<file path="src/hw/rtl/bda_pkg.sv">
// Shared types and constants for the block decimating average.
// No dependencies.
package bda_pkg;

  localparam int SampleW = 15;
  localparam int CountW  = 8;
  localparam int ProdW   = 16;
  localparam int SumW    = 23;
  localparam int IndexW  = 2;

  localparam logic [IndexW-1:0] CfgSampleCount = 2'd0;
  localparam logic [IndexW-1:0] CfgGroupCount  = 2'd1;

  typedef struct packed {
    logic [CountW-1:0] len;
    logic [CountW-1:0] cnt;
  } blk_cfg_t;

  typedef struct packed {
    logic              valid;
    logic [SumW-1:0]   dividend;
    logic [CountW-1:0] divisor;
    logic              last;
  } div_req_t;

endpackage

</file>
<file path="src/hw/rtl/block_decimating_average.sv">
// Top level of the block decimating average: config registers, output register.
// Depends on bda_pkg, bda_accum and bda_div.
//
// Usage: samples enter on in_valid/in_stall, one word per accepted sample.
// A block of sample_count samples yields group_count rounded averages on
// out_valid/out_stall; block_last marks the last average of a block.
// A sample that does not close a group keeps the divider idle and the next sample
// can follow right away. A sample that closes a group starts a bit-serial
// division of the group sum by its size, one quotient bit per cycle;
// in_stall stays high until that quotient is handed to the output register,
// from which its average can be taken. The divider sets the rate.
// The output register frees the divider as soon as it is empty, so a new
// sample can be taken while an average still waits downstream. If out_stall
// holds the output register full, a finished quotient waits in the divider
// and in_stall stays high.
// Config writes (cfg_valid/cfg_ready, always ready) to a count restart the block.
// Reset sets both counts to 1, clears all counters and empties the output.
module block_decimating_average #(
  parameter int MAX_BLOCK = 255
) (
  input  logic                          clk,
  input  logic                          rst,
  input  logic                          in_valid,
  output logic                          in_stall,
  input  logic [bda_pkg::SampleW-1:0]   sample,
  output logic                          out_valid,
  input  logic                          out_stall,
  output logic [bda_pkg::SampleW-1:0]   average,
  output logic                          block_last,
  input  logic                          cfg_valid,
  output logic                          cfg_ready,
  input  logic [bda_pkg::IndexW-1:0]    cfg_index,
  input  logic [bda_pkg::CountW-1:0]    cfg_data
);
  import bda_pkg::*;

  localparam logic [CountW-1:0] MaxLen = CountW'(MAX_BLOCK);

  logic [CountW-1:0] sample_count;
  logic [CountW-1:0] group_count;
  logic [CountW-1:0] len_lo;
  logic [CountW-1:0] cnt_lo;
  blk_cfg_t          cfg;
  logic              restart;
  logic              take;
  div_req_t          req;
  logic              div_busy;
  logic              div_done;
  logic [SampleW-1:0] div_q;
  logic              div_last;
  logic              load_out;

  always_comb begin
    len_lo  = (sample_count == '0) ? CountW'(1) : sample_count;
    cfg.len = (len_lo > MaxLen) ? MaxLen : len_lo;
    cnt_lo  = (group_count == '0) ? CountW'(1) : group_count;
    cfg.cnt = (cnt_lo > cfg.len) ? cfg.len : cnt_lo;
  end

  assign cfg_ready = 1'b1;
  assign restart   = cfg_valid && cfg_ready &&
                     (cfg_index == CfgSampleCount || cfg_index == CfgGroupCount);
  assign in_stall  = div_busy;
  assign take      = in_valid && !in_stall;
  assign load_out  = div_done && (!out_valid || !out_stall);

  always_ff @(posedge clk) begin
    if (rst) begin
      sample_count <= CountW'(1);
      group_count  <= CountW'(1);
    end else if (cfg_valid && cfg_ready) begin
      if (cfg_index == CfgSampleCount) begin
        sample_count <= cfg_data;
      end else if (cfg_index == CfgGroupCount) begin
        group_count <= cfg_data;
      end
    end
  end

  bda_accum u_accum (
    .clk     (clk),
    .rst     (rst),
    .cfg     (cfg),
    .restart (restart),
    .take    (take),
    .sample  (sample),
    .req     (req)
  );

  bda_div u_div (
    .clk         (clk),
    .rst         (rst),
    .req         (req),
    .take_result (load_out),
    .busy        (div_busy),
    .done        (div_done),
    .quotient    (div_q),
    .last        (div_last)
  );

  always_ff @(posedge clk) begin
    if (rst) begin
      out_valid <= 1'b0;
    end else if (load_out) begin
      out_valid <= 1'b1;
    end else if (!out_stall) begin
      out_valid <= 1'b0;
    end
  end

  always_ff @(posedge clk) begin
    if (load_out) begin
      average    <= div_q;
      block_last <= div_last;
    end
  end

endmodule

</file>
<file path="src/hw/rtl/bda_accum.sv">
// Group bookkeeping: running sum, size, progress and threshold.
// Depends on bda_pkg.
module bda_accum (
  input  logic                     clk,
  input  logic                     rst,
  input  bda_pkg::blk_cfg_t        cfg,
  input  logic                     restart,
  input  logic                     take,
  input  logic [bda_pkg::SampleW-1:0] sample,
  output bda_pkg::div_req_t        req
);
  import bda_pkg::*;

  logic [CountW-1:0] idx;
  logic [ProdW-1:0]  prod;
  logic [ProdW-1:0]  thr_acc;
  logic [SumW-1:0]   sum;
  logic [CountW-1:0] size;

  logic [CountW-1:0] idx_next;
  logic [ProdW-1:0]  prod_next;
  logic [ProdW-1:0]  thr;
  logic [SumW-1:0]   sum_next;
  logic [CountW-1:0] size_next;
  logic              close;
  logic              last;

  always_comb begin
    sum_next  = sum + {{(SumW-SampleW){1'b0}}, sample};
    size_next = size + 1'b1;
    idx_next  = idx + 1'b1;
    prod_next = prod + {{(ProdW-CountW){1'b0}}, cfg.cnt};
    thr       = thr_acc + {{(ProdW-CountW){1'b0}}, cfg.len};
    close     = (prod_next >= thr);
    last      = (idx_next >= cfg.len);
    req.valid    = take && close;
    req.dividend = sum_next + {{(SumW-CountW+1){1'b0}}, size_next[CountW-1:1]};
    req.divisor  = size_next;
    req.last     = last;
  end

  always_ff @(posedge clk) begin
    if (rst || restart) begin
      idx     <= '0;
      prod    <= '0;
      thr_acc <= '0;
      sum     <= '0;
      size    <= '0;
    end else if (take) begin
      if (close && last) begin
        idx     <= '0;
        prod    <= '0;
        thr_acc <= '0;
        sum     <= '0;
        size    <= '0;
      end else if (close) begin
        idx     <= idx_next;
        prod    <= prod_next;
        thr_acc <= thr;
        sum     <= '0;
        size    <= '0;
      end else begin
        idx     <= idx_next;
        prod    <= prod_next;
        sum     <= sum_next;
        size    <= size_next;
      end
    end
  end

endmodule

</file>
<file path="src/hw/rtl/bda_div.sv">
// Bit-serial restoring divider, one quotient bit per cycle.
// Depends on bda_pkg.
module bda_div (
  input  logic                        clk,
  input  logic                        rst,
  input  bda_pkg::div_req_t           req,
  input  logic                        take_result,
  output logic                        busy,
  output logic                        done,
  output logic [bda_pkg::SampleW-1:0] quotient,
  output logic                        last
);
  import bda_pkg::*;

  typedef enum logic [2:0] {
    S_IDLE = 3'b001,
    S_RUN  = 3'b010,
    S_DONE = 3'b100
  } div_state_t;

  localparam int StepW = $clog2(SumW);

  div_state_t        state;
  logic [SumW-1:0]   q;
  logic [CountW-1:0] rem;
  logic [CountW-1:0] divisor;
  logic [StepW-1:0]  step;

  logic [CountW:0]   rem_shift;
  logic              fits;
  logic [CountW:0]   rem_sub;

  always_comb begin
    rem_shift = {rem, q[SumW-1]};
    fits      = (rem_shift >= {1'b0, divisor});
    rem_sub   = rem_shift - {1'b0, divisor};
  end

  assign busy     = (state != S_IDLE);
  assign done     = (state == S_DONE);
  assign quotient = q[SampleW-1:0];

  always_ff @(posedge clk) begin
    if (rst) begin
      state <= S_IDLE;
    end else begin
      case (state)
        S_IDLE: begin
          if (req.valid) begin
            state <= S_RUN;
          end
        end
        S_RUN: begin
          if (step == '0) begin
            state <= S_DONE;
          end
        end
        S_DONE: begin
          if (take_result) begin
            state <= S_IDLE;
          end
        end
        default: state <= S_IDLE;
      endcase
    end
  end

  always_ff @(posedge clk) begin
    if (state == S_IDLE && req.valid) begin
      q       <= req.dividend;
      rem     <= '0;
      divisor <= req.divisor;
      last    <= req.last;
      step    <= StepW'(SumW - 1);
    end else if (state == S_RUN) begin
      q    <= {q[SumW-2:0], fits};
      rem  <= fits ? rem_sub[CountW-1:0] : rem_shift[CountW-1:0];
      step <= step - 1'b1;
    end
  end

endmodule

</file>
<file path="config.mk">
export PLATFORM = sky130hd
export DESIGN_NAME = block_decimating_average
export DESIGN_NICKNAME = d
export VERILOG_FILES = /design/src/hw/rtl/bda_pkg.sv /design/src/hw/rtl/block_decimating_average.sv /design/src/hw/rtl/bda_accum.sv /design/src/hw/rtl/bda_div.sv
export SDC_FILE = /design/constraint.sdc
export NUM_CORES = 1
export LEC_CHECK = 0
export BUFFER_PORTS_ARGS = -buffer_cell sky130_fd_sc_hd__buf_4
export CORE_ASPECT_RATIO = 1.5
export CORE_MARGIN = 2
export CORE_UTILIZATION = 45
export DETAILED_ROUTE_END_ITERATION = 12
export SLEW_MARGIN = 20
export SYNTH_ARGS = -nofsm -noshare
export SYNTH_HDL_FRONTEND = slang
export SYNTH_SLANG_ARGS = --single-unit
</file>
<file path="constraint.sdc">
create_clock -name clk -period 10.9 [get_ports clk]
set_input_delay 2.725 -clock clk [delete_from_list [all_inputs] [get_ports clk]]
set_output_delay 2.725 -clock clk [all_outputs]
set_load 0.05 [all_outputs]
</file>
Yosys cells after proc, flatten, opt, wreduce, memory -nomap -nowiden
Cells that the tools add are included.
{"block": "totals", "register_bits": 152, "input_bits": 30, "output_inout_bits": 19, "wordCells": 82}
{"block": "classes", "add_sub_neg": 8, "magnitude_cmp": 5, "n_eq_ne": 9, "mux": 21, "n_bitwise": 1, "reduce_logical": 22}
{"cell": "$mux 23", "count": 4}
{"cell": "$mux 8", "count": 8}
{"cell": "$mux 16", "count": 3}
{"cell": "$add 16x8->16", "count": 2}
{"cell": "$add 23x15->23", "count": 1}
{"cell": "$add 23x7->23", "count": 1}
{"cell": "$add 8x1->8 const B", "count": 2}
{"cell": "$ge 16x16->1", "count": 1}
{"cell": "$logic_not 8->1", "count": 2}
{"cell": "$ge 9x8->1", "count": 1}
{"cell": "$mux 3", "count": 3}
{"cell": "$pmux 3 s3", "count": 1}
{"cell": "$ge 8x8->1", "count": 1}
{"cell": "$gt 8x8->1", "count": 1}
{"cell": "$gt 8x8->1 const B", "count": 1}
{"cell": "$ne 2x1->1 const B", "count": 4}
{"cell": "$sub 8x8->8", "count": 1}
{"cell": "$logic_and 1x1->1", "count": 6}
{"cell": "$reduce_and 3->1", "count": 2}
{"cell": "$logic_not 5->1", "count": 1}
{"cell": "$sub 5x1->5 const B", "count": 1}
{"cell": "$reduce_and 2->1", "count": 2}
{"cell": "$reduce_bool 2->1", "count": 2}
{"cell": "$eq 3x1->1 const B", "count": 1}
{"cell": "other kinds (9)", "count": 14}

Depth between registers and ports, before layout
Gate-level depths: netlist of the first run.
{"block": "depth", "depth_word": 11, "mapped_depth": 34, "ltp_nobuf": 33}

Hierarchy
A second synthesis of the first run with hierarchy kept.
{"block": "hier_totals", "hier_cells": 1137, "area_unflattened_um2": 9867.0}
{"mod": "bda_accum", "n_inst": 1, "cells_per_inst": 718, "area_each_um2": 5811.8, "seq_area_each_um2": 1421.4}
{"mod": "bda_div", "n_inst": 1, "cells_per_inst": 269, "area_each_um2": 2551.2, "seq_area_each_um2": 1281.2}
{"mod": "block_decimating_average", "n_inst": 1, "cells_per_inst": 150, "area_each_um2": 1503.9, "seq_area_each_um2": 820.8}

Worst setup path after synthesis of the first run
No wires, ideal clock.
{"block": "synth_timing", "path_type": "flip-flop to flip-flop", "start": "register sample_count[1]", "end": "register u_div.q[0], enable pin", "setup_time_ns": 0.419, "arrival_ns": 6.149, "required_ns": 10.481, "setup_slack_ns": 4.332, "stages_incl_launch_ff": 34, "path_buffers": 4, "synth_period_minus_slack_ns": 6.568, "path_cell_list": "dfxtp_1 nor4_1 a41o_1 ha_1 nor2b_1 o21a_1 o21ai_0 nand2b_1 a21oi_1 o21ai_0 o21ai_1 clkbuf_1 o21a_1 ha_1 inv_1 fa_1 nor2b_1 o21ai_0 a21boi_0 o21ai_0 a211o_1 nand3b_1 xnor2_1 ha_1 a21o_1 a21o_1 a21oi_1 o211a_1 o31a_1 nand2b_1 clkbuf_1 buf_6 clkbuf_1 nand2_1"}
{"block": "synth_via", "elab_chain_len": 11, "elab_cells_between_ends": 12, "classes_between": "add/sub: 2; order compare: 3; mux: 3; reduce/logical: 4"}
{"item": "start: declaration", "line": "block_decimating_average.sv:39", "rtl": "logic [CountW-1:0] sample_count;"}
{"item": "start signal: assignment", "line": "block_decimating_average.sv:69", "rtl": "sample_count <= CountW'(1);"}
{"item": "start signal: assignment", "line": "block_decimating_average.sv:73", "rtl": "sample_count <= cfg_data;"}
{"item": "$logic_not 8->1", "line": "block_decimating_average.sv:54", "rtl": "len_lo = (sample_count == '0) ? CountW'(1) : sample_count;"}
{"item": "$mux 8 *", "line": "block_decimating_average.sv:54"}
{"item": "$gt 8x8->1", "line": "block_decimating_average.sv:55", "rtl": "cfg.len = (len_lo > MaxLen) ? MaxLen : len_lo;"}
{"item": "$mux 8 *", "line": "block_decimating_average.sv:55"}
{"item": "$gt 8x8->1", "line": "block_decimating_average.sv:57", "rtl": "cfg.cnt = (cnt_lo > cfg.len) ? cfg.len : cnt_lo;"}
{"item": "$mux 8", "line": "block_decimating_average.sv:57"}
{"item": "$add 16x8->16", "line": "bda_accum.sv:32", "rtl": "prod_next = prod + {{(ProdW-CountW){1'b0}}, cfg.cnt};"}
{"item": "$ge 16x16->1 *", "line": "bda_accum.sv:34", "rtl": "close = (prod_next >= thr);"}
{"item": "$logic_and 1x1->1 *", "line": "bda_accum.sv:36", "rtl": "req.valid = take && close;"}
{"item": "$logic_and 1x1->1 *", "line": "bda_div.sv:69", "rtl": "if (state == S_IDLE && req.valid) begin"}
{"item": "$reduce_bool 2->1 (no source line) *"}
{"item": "end signal: assignment", "line": "bda_div.sv:70", "rtl": "q <= req.dividend;"}
{"item": "end signal: assignment", "line": "bda_div.sv:76", "rtl": "q <= {q[SumW-2:0], fits};"}
{"item": "end: declaration", "line": "bda_div.sv:24", "rtl": "logic [SumW-1:0] q;"}
Every way passes the cells marked *; elsewhere a longest branch is shown, timed or not.
A chain may end at the register's enable or synchronous reset.

Worst setup path after layout of the first run
{"block": "layout_timing", "start": "register sample_count[1]", "end": "register u_accum.thr_acc[15]"}
{"block": "layout_via", "elab_chain_len": 11, "elab_cells_between_ends": 15, "classes_between": "add/sub: 2; order compare: 4; mux: 5; reduce/logical: 4"}
{"item": "$logic_not 8->1", "line": "block_decimating_average.sv:54"}
{"item": "$mux 8 *", "line": "block_decimating_average.sv:54"}
{"item": "$gt 8x8->1", "line": "block_decimating_average.sv:55"}
{"item": "$mux 8 *", "line": "block_decimating_average.sv:55"}
{"item": "$gt 8x8->1", "line": "block_decimating_average.sv:57"}
{"item": "$mux 8", "line": "block_decimating_average.sv:57"}
{"item": "$add 16x8->16", "line": "bda_accum.sv:32"}
{"item": "$ge 16x16->1", "line": "bda_accum.sv:34"}
{"item": "$logic_and 1x1->1", "line": "bda_accum.sv:50", "rtl": "if (close && last) begin"}
{"item": "$reduce_bool 2->1 (no source line)"}
{"item": "$reduce_and 2->1 (no source line)"}
{"item": "end signal: assignment", "line": "bda_accum.sv:59", "rtl": "thr_acc <= thr;"}
{"item": "end: declaration", "line": "bda_accum.sv:16", "rtl": "logic [ProdW-1:0] thr_acc;"}
Every way passes the cells marked *; elsewhere a longest branch is shown, timed or not. The select of a mux whose other input is x is not followed.

==> flow_metrics.env, run 1 <==
export IMPL_internal_power_mw=1.28
export IMPL_p_leak_nw=4.37
export IMPL_synth_flop_cell="dfxtp_1"
export IMPL_tightest_slew_ns=1.03
export IMPL_maxSlewViolCount=0
export IMPL_ctsLongestPathBuffers=2
export IMPL_cp_slowest_cell="buf_4"
export IMPL_syn_area_mm2=0.00978
export IMPL_synthSimpleGateAreaFrac=0.210
export IMPL_ctsResizeCount=0
export IMPL_synth_warnings=0
export IMPL_drive_above_1_share=0.108
export IMPL_numCtsBuffers=17
export IMPL_die_height_um=185
export IMPL_path_common_cell="o21ai_0"
export IMPL_yosysSeqAreaShare=0.360
export IMPL_timing_fmax_mhz=135
export IMPL_synth_edf_count=48
export IMPL_first_iter_violations=389
export IMPL_grt_pass1_wl_um=39600
export IMPL_io_pins=49
export IMPL_netlist_area_leader_share=0.213
export IMPL_h_tree_depth=4
export IMPL_clkTransAtPathRegs_ns=0.07
export IMPL_nNetsFinal=1255
export IMPL_timing_hold_ws_ns=0.420
export IMPL_rrSetupSlack_ns=3.47
export IMPL_clkLatencyLatePin_ns=0.44
export IMPL_ys_seq_elements=152
export IMPL_nFillCells=2087
export IMPL_drc=0
export IMPL_initial_utilization=0.454
export IMPL_synthTopCellsByArea="dfxtp_1 21%, edfxtp_1 15%, ha_1 11%, nand2_1 5.3%, a21oi_1 5.0%"
export IMPL_finalSetupViolCount=0
export IMPL_drt_wl_total_um=24000
export IMPL_grt_max_degree=68
export IMPL_area_delta_synth_final_pct=10.8
export IMPL_yosysTopAreaCell="dfxtp_1"
export IMPL_rows=66
export IMPL_hold_path_class="reg2reg"
export IMPL_rsz0062_at_grt="no"
export IMPL_gp_congestion=0.888
export IMPL_finalSetupTns_ns=0
export IMPL_clkPwrFrac=0.283
export IMPL_antenna_found_initial=0
export IMPL_hold_viol=0
export IMPL_cellPowerDensity_mw_per_mm2=194
export IMPL_drv_cap=0
export IMPL_drtPass1Iterations=5
export IMPL_synth_xor_area_share=0.0757
export IMPL_dr_total_vias=7974
export IMPL_grt_pass1_vias=8010
export IMPL_synth_distinct_cells=84
export IMPL_synth_top_family_by_area="simple AND/OR/NAND/NOR gates"
export IMPL_dp_hpwl_um=17500
export IMPL_synth_fa_ha_area_frac=0.116
export IMPL_power_frac_seq=0.361
export IMPL_required_ns=11.23
export IMPL_ctsHoldBuffers=0
export IMPL_portBuffers=47
export IMPL_synth_async_reset_ratio=0
export IMPL_fin_crit_ns=7.43
export IMPL_avgSynthCellArea_um2=8.70
export IMPL_overflow=0
export IMPL_root_buffer="clkbuf_16"
export IMPL_core_mm2=0.0216
export IMPL_viasPerCell=5.61
export IMPL_vdd_drop_max_mv=0.113
export IMPL_end_kind="register"
export IMPL_fin_skew_ns=0.0118
export IMPL_worstSetupPathType="reg2reg"
export IMPL_cts_tree="yes"
export IMPL_wire_per_inst_um=16.9
export IMPL_run_status="completed"
export IMPL_critical_path_arrival_ns=7.76
export IMPL_cts_sinks=152
export IMPL_crit_fanout=59
export IMPL_crit_path_start_kind="register"
export IMPL_relSlewSlack=0.311
export IMPL_power_switching_mw=0.829
export IMPL_die_area_mm2=0.0230
export IMPL_grt_use_total=0.214
export IMPL_ant_nets=0
export IMPL_swShare=0.393
export IMPL_pwr_share_comb=0.356
export IMPL_max_stage_delay_ns=0.52
export IMPL_synth_compound_area_frac=0.180
export IMPL_antennaDiodeCount=0
export IMPL_syn_num_nets=1243
export IMPL_die_w_um=124
export IMPL_postSynthCellCount=1125
export IMPL_synthMuxAreaShare=0.0166
export IMPL_finalCritPeriodShare=0.682
export IMPL_cts_setup_buffers=0
-- cells in the mapped netlist (5+ instances only) --
cell	number
a21o_1	26
a31oi_1	10
a2bb2oi_1	5
and3_1	13
and2_1	8
o21bai_1	5
nand2b_1	12
dfxtp_1	104
clkbuf_1	46
o21ai_0	65
nor2b_1	16
fa_1	5
nor3_1	15
nand3_1	77
o21a_1	11
nor4_1	8
o21ai_1	7
xnor2_1	42
o211ai_1	5
edfxtp_1	48
nand3b_1	11
nand4_1	7
xor2_1	37
ha_1	83
buf_1	6
mux2i_1	14
a21oi_1	98
nand2_1	138
a211oi_1	5
nor2_1	74
or3_1	6
inv_1	35
-- cell families (layout without fill, tap and decap cells) --
logic type | after synthesis | count (layout)
xor+xnor | 82 | 82
mux | 16 | 16
flops | 152 | 152
compound gates | 276 | 276
other cells | 1 | 1
fa+ha+maj | 88 | 88
buf+inv | 95 | 120
simple gates | 415 | 415
-- sequential cells by signal, summed over array words and instances (netlist names) --
register / cells
u_accum.sum: 23
u_div.q: 23
u_accum.prod: 16
u_accum.thr_acc: 16
average: 15
group_count: 8
sample_count: 8
u_accum.idx: 8
u_accum.size: 8
u_div.divisor: 8
u_div.rem: 8
u_div.step: 5
u_div.state: 3
block_last: 1
out_valid: 1
u_div.last: 1
-- path summary, 6_finish.rpt --
path | to | startpoint | depth (start not counted)
max | u_accum.thr_acc[15] | sample_count[1] | 33
min | block_last | u_div.last | 0
max reg2reg | u_accum.thr_acc[15] | sample_count[1] | 33
min reg2reg | block_last | u_div.last | 0
-- power by group through the flow --
stage               sequential, mW  clock [mW]  combinational [mW]
floorplan                    0.751           0               0.576
global placement             0.773           0               0.749
detailed placement           0.774           0               0.755
CTS                          0.762       0.610               0.760
global route                 0.771       0.635               0.846
finish                       0.761       0.597               0.750
-- stage by stage --
stage | cells | worst slack, ns | utilization | power [mW] | area [um2]
3_5_place_dp | 1390 | 3.52 | 0.476 | 1.53 | 10300
6_report | 1422 | 3.47 | 0.503 | 2.11 | 10800
3_3_place_gp | 1390 | 3.63 | 0.476 | 1.52 | 10300
5_1_grt | 1422 | 2.75 | 0.503 | 2.25 | 10800
2_1_floorplan | 1125 | 4.33 | - | 1.33 | 9780
4_1_cts | 1422 | 3.49 | 0.503 | 2.13 | 10800
-- worst max-delay path, delay by kind of cell (launching register included) --
| family | cells | cell delay [ns] |
|---|---|---|
| buffers and inverters | 3 | 0.90 |
| XOR/XNOR | 1 | 0.16 |
| flip-flops | 1 | 0.37 |
| adder cells (fa/ha/maj) | 4 | 0.93 |
| AND/OR/NAND/NOR | 7 | 1.60 |
| AO/OA/AOI/OAI | 18 | 3.31 |
-- layout make-up --
class / instances / area [um2] / area share
repair buffers: 52 / 390 / 0.0360
multi-input cells: 878 / 5870 / 0.542
clock inverters: 14 / 153 / 0.0141
clock buffers: 18 / 429 / 0.0396
inverters: 36 / 135 / 0.0125
well taps: 272 / 340 / 0.0314
flip-flops and latches: 152 / 3520 / 0.325
-- per-layer routing --
metal,GRT usage,vias to the layer above,part of all wire
li1,-,4028,-
met1,0.224,3749,0.40
met2,0.416,146,0.54
met3,0.0386,51,0.027
met4,0.0912,0,0.032
met5,0,-,0
-- placed cells by master (no fill, tap or decap), types with 37 or more instances in the layout --
cell type	n
xor2_1	37
nor2_1	73
buf_4	52
edfxtp_1	48
nand3_1	77
dfxtp_1	104
o21ai_0	65
ha_1	83
nand2_1	138
a21oi_1	97
xnor2_1	42
No activity file was read; power rests on OpenSTA's default activity.
==> inputs of run 2 (changes only) <==
==> constraint.sdc (replaced) <==
create_clock -name clk -period 6.52 [get_ports clk]
set_input_delay 1.63 -clock clk [delete_from_list [all_inputs] [get_ports clk]]
set_output_delay 1.63 -clock clk [all_outputs]
set_load 0.05 [all_outputs]
==> run 2 against run 1 <==
  * Non-clock buffer count up 10
  * Global-route usage down 0.085 points
  * Sequential share of layout area down 0.41 points
  * Critical path depth unchanged
  * Combinational power up 75%
  * Final area up 1.3%
  * Die area unchanged
  * Core utilization up 0.65 points
==> flow_metrics.env, run 2 (same netlist as run 1, synthesis figures left out) <==
export IMPL_run_status="completed"
export IMPL_portBuffers=47
export IMPL_grt_use_met3=0.0313
export IMPL_area_delta_synth_final_pct=12.3
export IMPL_grt_pass1_wl_um=39400
export IMPL_holdPathStages=0
export IMPL_hold_start="u_div.last"
export IMPL_initial_utilization=0.454
export IMPL_total_power_mw=3.57
export IMPL_end_kind="register"
export IMPL_clkTransAtPathRegs_ns=0.07
export IMPL_swShare=0.397
export IMPL_met2_usage=0.404
export IMPL_worstSetupPathType="reg2reg"
export IMPL_layout_common_cells="137 x nand2_1, 104 x dfxtp_1, 97 x a21oi_1"
export IMPL_rrSetupSlack_ns=0.57
export IMPL_hold_path_class="reg2reg"
export IMPL_antennaDiodeCount=0
export IMPL_final_common_cell="nand2_1"
export IMPL_cp_slowest_cell="fa_1"
export IMPL_r2r_start="group_count[3]"
export IMPL_regArea_mm2=0.00352
export IMPL_crit_fanout=32
export IMPL_internal_power_mw=2.15
export IMPL_finalCritPeriodShare=0.912
export IMPL_dr_total_vias=7899
export IMPL_first_iter_violations=446
export IMPL_rows=66
export IMPL_busiest_layer="met2"
export IMPL_nNetsFinal=1265
export IMPL_reg2reg_to="u_accum.idx[5]"
export IMPL_critical_path_arrival_ns=6.31
export IMPL_crit_path_start_kind="register"
export IMPL_fin_skew_ns=0.0101
export IMPL_viasPerCell=5.52
export IMPL_ant_nets=0
export IMPL_p_leak_nw=4.43
export IMPL_io_pins=49
export IMPL_rsz0062_at_grt="yes"
export IMPL_fin_crit_ns=5.95
export IMPL_clkLatencyLatePin_ns=0.44
export IMPL_cts_tree="yes"
export IMPL_dp_hpwl_um=17600
export IMPL_multi_input_area_mm2=0.00590
export IMPL_power_switching_mw=1.42
export IMPL_drv_cap=0
export IMPL_power_frac_seq=0.354
export IMPL_drt_wl_total_um=23800
export IMPL_nFillCells=2037
export IMPL_relSlewSlack=0.320
export IMPL_max_stage_delay_ns=0.40
export IMPL_cellPowerDensity_mw_per_mm2=325
export IMPL_root_buffer="clkbuf_16"
export IMPL_drtPass1Iterations=5
export IMPL_met1_usage=0.235
export IMPL_reg_top3="u_accum.sum: 23 flops, u_div.q: 23 flops"
export IMPL_pwr_share_comb=0.367
export IMPL_grt_pass1_vias=7742
export IMPL_grt_max_degree=57
export IMPL_core_mm2=0.0216
export IMPL_drc=0
export IMPL_required_ns=6.88
export IMPL_maxSlewViolCount=0
export IMPL_finalSetupViolCount=0
export IMPL_ctsLongestPathBuffers=2
export IMPL_r2r_cells=33
export IMPL_gp_congestion=0.862
export IMPL_die_area_mm2=0.0230
export IMPL_ctsHoldBuffers=0
export IMPL_cts_setup_buffers=0
export IMPL_drive_above_1_share=0.122
export IMPL_clkPwrFrac=0.279
export IMPL_timing_hold_ws_ns=0.422
export IMPL_ctsResizeCount=0
export IMPL_tightest_slew_ns=1.02
export IMPL_hold_end="block_last"
export IMPL_timing_fmax_mhz=168
export IMPL_wire_per_inst_um=16.6
export IMPL_numCtsBuffers=17
export IMPL_h_tree_depth=4
export IMPL_antenna_found_initial=0
export IMPL_cts_sinks=152
export IMPL_die_w_um=124
export IMPL_grt_use_total=0.214
export IMPL_hold_viol=0
export IMPL_die_height_um=185
export IMPL_path_common_cell="o21ai_0"
export IMPL_vdd_drop_max_mv=0.218
export IMPL_overflow=0
==> run 2: area by class of cell <==
class | instances | area share
inverter | 36 | 0.0123
clock buffer | 17 | 0.0387
tap | 272 | 0.0310
multi-input combinational | 878 | 0.537
sequential | 152 | 0.321
clock inverter | 15 | 0.0162
timing repair buffer | 62 | 0.0439
==> run 2: worst max path at each step <==
| stage | from | slack (ns) | cells after the start | end |
|---|---|---|---|---|
| 2_1_floorplan | sample_count[1] | 0.17 | 33 | u_div.q[0] |
| 3_3_place_gp | sample_count[6] | 0.48 | 31 | u_accum.thr_acc[11] |
| 3_5_place_dp | sample_count[1] | 0.44 | 31 | u_accum.thr_acc[13] |
| 4_1_cts | sample_count[2] | 0.40 | 31 | u_accum.thr_acc[13] |
| 5_1_grt | group_count[3] | -0.02 | 32 | u_accum.thr_acc[13] |
| 6_report | group_count[3] | 0.57 | 33 | u_accum.idx[5] |
==> run 2: power groups by stage <==
stage	Clock (mW)	Combinational (mW)	Sequential (mW)
finish	0.997	1.31	1.27
global route	1.07	1.46	1.28
CTS	1.03	1.31	1.27
detailed placement	0	1.31	1.29
global placement	0	1.30	1.29
floorplan	0	0.964	1.25
==> run 2: routing by layer <==
metal	vias to the layer above	part of all wire
met4	0	0.032
met5	-	0
li1	4035	-
met3	46	0.025
met1	3683	0.40
met2	135	0.54
==> run 2: worst max-delay path: cells and delay by family, from the launching register on <==
kind | cells | cell delay, ns
xor gates and xnor gates | 1 | 0.16
DFF | 1 | 0.36
AOI/OAI and AO/OA | 17 | 2.56
buffers and inverters | 3 | 0.64
adders and majority gates | 4 | 0.96
and+or+nand+nor | 8 | 1.17
==> run 2: through the flow <==
step	worst slack, ns	instance area, um2	std cells	setup TNS, ns	util
detailed placement	0.439	10300	1400	0	0.480
CTS	0.398	11000	1432	0	0.508
finish	0.572	11000	1432	0	0.510
global route	-0.0209	11000	1432	-0.0290	0.510
floorplan	0.174	9780	1125	0	-
global placement	0.482	10300	1400	0	0.480
==> inputs of run 3 (changes only) <==
--- a/config.mk
+++ b/config.mk
@@ -5,12 +5,14 @@
 export SDC_FILE = /design/constraint.sdc
 export NUM_CORES = 1
 export LEC_CHECK = 0
+export ABC_AREA = 1
 export BUFFER_PORTS_ARGS = -buffer_cell sky130_fd_sc_hd__buf_4
 export CORE_ASPECT_RATIO = 1.5
-export CORE_MARGIN = 2
+export CORE_MARGIN = 4
 export CORE_UTILIZATION = 45
 export DETAILED_ROUTE_END_ITERATION = 12
 export SLEW_MARGIN = 20
 export SYNTH_ARGS = -nofsm -noshare
 export SYNTH_HDL_FRONTEND = slang
+export SYNTH_HIERARCHICAL = 1
 export SYNTH_SLANG_ARGS = --single-unit
==> run 3 against run 2 <==
  * Clock skew hardly changed
  * Sequential power hardly changed
  * Critical path depth is 2 higher
  * Non-clock buffer count is 8 lower
  * Power is 5.2% higher
  * Largest power group unchanged
  * Synthesized area is 8.0% higher
  * First-iteration DRC count is 7.0% lower
  * Critical endpoint is now u_div/q[3]
  * Via count is 15% higher
==> flow_metrics.env, run 3 <==
export IMPL_dp_hpwl_um=19700
export IMPL_ys_seq_elements=152
export IMPL_maxSlewViolCount=0
export IMPL_yosysSeqAreaShare=0.334
export IMPL_clkTransAtPathRegs_ns=0.07
export IMPL_layout_common_cells="469 x nand2_1, 197 x inv_1, 135 x a21oi_1"
export IMPL_vdd_drop_max_mv=0.197
export IMPL_hold_viol=0
export IMPL_numCtsBuffers=17
export IMPL_ctsHoldBuffers=0
export IMPL_relSlewSlack=0.344
export IMPL_postSynthCellCount=1484
export IMPL_synth_top_cells_by_count="469 x nand2_1, 197 x inv_1, 136 x a21oi_1"
export IMPL_grt_pass1_vias=9062
export IMPL_viasPerCell=4.98
export IMPL_fin_skew_ns=0.00992
export IMPL_p_leak_nw=5.41
export IMPL_die_area_mm2=0.0260
export IMPL_required_ns=6.70
export IMPL_clkPwrFrac=0.247
export IMPL_antenna_found_initial=0
export IMPL_crit_path_start_kind="register"
export IMPL_cp_buffers_inverters=7
export IMPL_cellPowerDensity_mw_per_mm2=325
export IMPL_end_kind="register"
export IMPL_synth_most_common_cell="nand2_1"
export IMPL_yosysTopAreaCell="dfxtp_1"
export IMPL_max_stage_delay_ns=0.40
export IMPL_cts_tree="yes"
export IMPL_syn_num_nets=1601
export IMPL_cts_sinks=152
export IMPL_grt_pass1_wl_um=42400
export IMPL_grt_max_degree=55
export IMPL_synth_distinct_cells=50
export IMPL_drc=0
export IMPL_worstSetupPathType="reg2reg"
export IMPL_power_switching_mw=1.57
export IMPL_synth_edf_count=48
export IMPL_multi_input_area_mm2=0.00593
export IMPL_regArea_mm2=0.00352
export IMPL_rsz0062_at_grt="no"
export IMPL_power_frac_seq=0.344
export IMPL_overflow=0
export IMPL_core_mm2=0.0231
export IMPL_synth_warnings=6
export IMPL_pwr_share_comb=0.409
export IMPL_cpLargestDelayFamily="simple AND/OR/NAND/NOR gates"
export IMPL_ctsResizeCount=0
export IMPL_finalInstanceArea_mm2=0.0116
export IMPL_finalSetupTns_ns=0
export IMPL_swShare=0.418
export IMPL_die_w_um=133
export IMPL_drv_cap=0
export IMPL_area_delta_synth_final_pct=9.57
export IMPL_avgSynthCellArea_um2=7.12
export IMPL_timing_fmax_mhz=175
export IMPL_clkLatencyLatePin_ns=0.44
export IMPL_rows=68
export IMPL_internal_power_mw=2.18
export IMPL_finalCritPeriodShare=0.875
export IMPL_run_status="completed"
export IMPL_fin_crit_ns=5.71
export IMPL_drt_wl_total_um=25300
export IMPL_syn_area_mm2=0.0106
export IMPL_nNetsFinal=1612
export IMPL_first_iter_violations=415
export IMPL_final_common_cell="nand2_1"
export IMPL_portBuffers=47
export IMPL_ant_nets=0
export IMPL_synthTopCellsByArea="dfxtp_1 20%, nand2_1 17%, edfxtp_1 14%, ha_1 9.7%, inv_1 7.0%"
export IMPL_cp_slowest_cell="o21bai_1"
export IMPL_drive_above_1_share=0.0955
export IMPL_io_pins=49
export IMPL_synth_async_reset_ratio=0
export IMPL_root_buffer="clkbuf_16"
export IMPL_wire_per_inst_um=13.9
export IMPL_gp_congestion=0.876
export IMPL_critical_path_arrival_ns=5.89
export IMPL_drtPass1Iterations=5
export IMPL_cts_setup_buffers=0
export IMPL_die_height_um=196
export IMPL_nFillCells=2308
export IMPL_finalSetupViolCount=0
export IMPL_initial_utilization=0.458
export IMPL_reg_top3="u_accum/sum: 23 flops, u_div/q: 23 flops"
export IMPL_grt_use_total=0.199
export IMPL_netlist_area_leader_share=0.197
export IMPL_h_tree_depth=4
export IMPL_hold_path_class="reg2reg"
export IMPL_path_common_cell="nand2_1"
export IMPL_post_dp_cell_area_mm2=0.0110
export IMPL_synth_flop_cell="dfxtp_1"
export IMPL_antennaDiodeCount=0
export IMPL_tightest_slew_ns=0.983
export IMPL_crit_fanout=12
export IMPL_dr_total_vias=9084
export IMPL_ctsLongestPathBuffers=2
[run 3: cell count changes in the layout (fill, tap and decap cells not counted), sizes merged, moves of 9 or more]
| cell | before | now |
|---|---|---|
| nand2b | 12 | 0 |
| o21ai | 74 | 29 |
| nor2b | 16 | 1 |
| nand2 | 141 | 487 |
| inv | 43 | 209 |
| a21oi | 99 | 137 |
| nand4 | 8 | 20 |
| mux2i | 14 | 0 |
| a21o | 26 | 2 |
| o21a | 11 | 2 |
| and3 | 17 | 0 |
| xnor2 | 43 | 15 |
| nand3 | 78 | 109 |
[run 3: worst paths after layout]
| kind | start | to | slack [ns] | cells after the start |
|---|---|---|---|---|
| min | group_count[0] | group_count[0] | 0.47 | 2 |
| max reg2reg | sample_count[2] | u_div/q[3] | 0.81 | 35 |
| max | sample_count[2] | u_div/q[3] | 0.81 | 35 |
| min reg2reg | group_count[0] | group_count[0] | 0.47 | 2 |
[run 3: tightest hold or removal path, cell delays in order, from the launching register on]
cell	delay, ns
dfxtp_1	0.33
nand2_1	0.05
nand3_1	0.05
[run 3: logic make-up after synthesis]
group / count (synthesis) / synth area share
fa+ha+maj: 87 / 0.107
simple gates: 736 / 0.314
compound gates: 182 / 0.0901
other cells: 1 / 0.000355
flops: 152 / 0.334
buf+inv: 266 / 0.106
xor+xnor: 60 / 0.0498
[run 3: area by class of cell]
cell class / instances / area share
clock buffer: 18 / 0.0371
clock inverter: 14 / 0.00995
inverter: 204 / 0.0663
multi-input combinational: 1066 / 0.512
sequential: 152 / 0.304
tap: 315 / 0.0341
timing repair buffer: 54 / 0.0361
[run 3: stage by stage]
stage / hold WS (ns) / util / worst slack (ns) / power, mW / instances
6_report: 0.466 / 0.502 / 0.813 / 3.76 / 1823
5_1_grt: 0.480 / 0.502 / 0.00907 / 4.04 / 1823
4_1_cts: 0.470 / 0.502 / 0.781 / 3.80 / 1823
3_5_place_dp: 0.451 / 0.478 / 0.759 / 2.86 / 1791
3_3_place_gp: 0.445 / 0.478 / 0.855 / 2.84 / 1791
2_1_floorplan: 0.400 / - / 1.51 / 2.53 / 1484
[run 3: routing by layer]
metal | share of wire | GRT usage
met5 | 0 | 0
met4 | 0.036 | 0.0915
met3 | 0.031 | 0.0302
met2 | 0.53 | 0.377
met1 | 0.40 | 0.215
[run 3: power groups by stage]
stage	clock network (mW)	logic (mW)	registers [mW]
finish	0.928	1.54	1.29
global route	0.990	1.74	1.31
detailed placement	0	1.54	1.31
global placement	0	1.53	1.31
CTS	0.957	1.55	1.29
floorplan	0	1.25	1.28
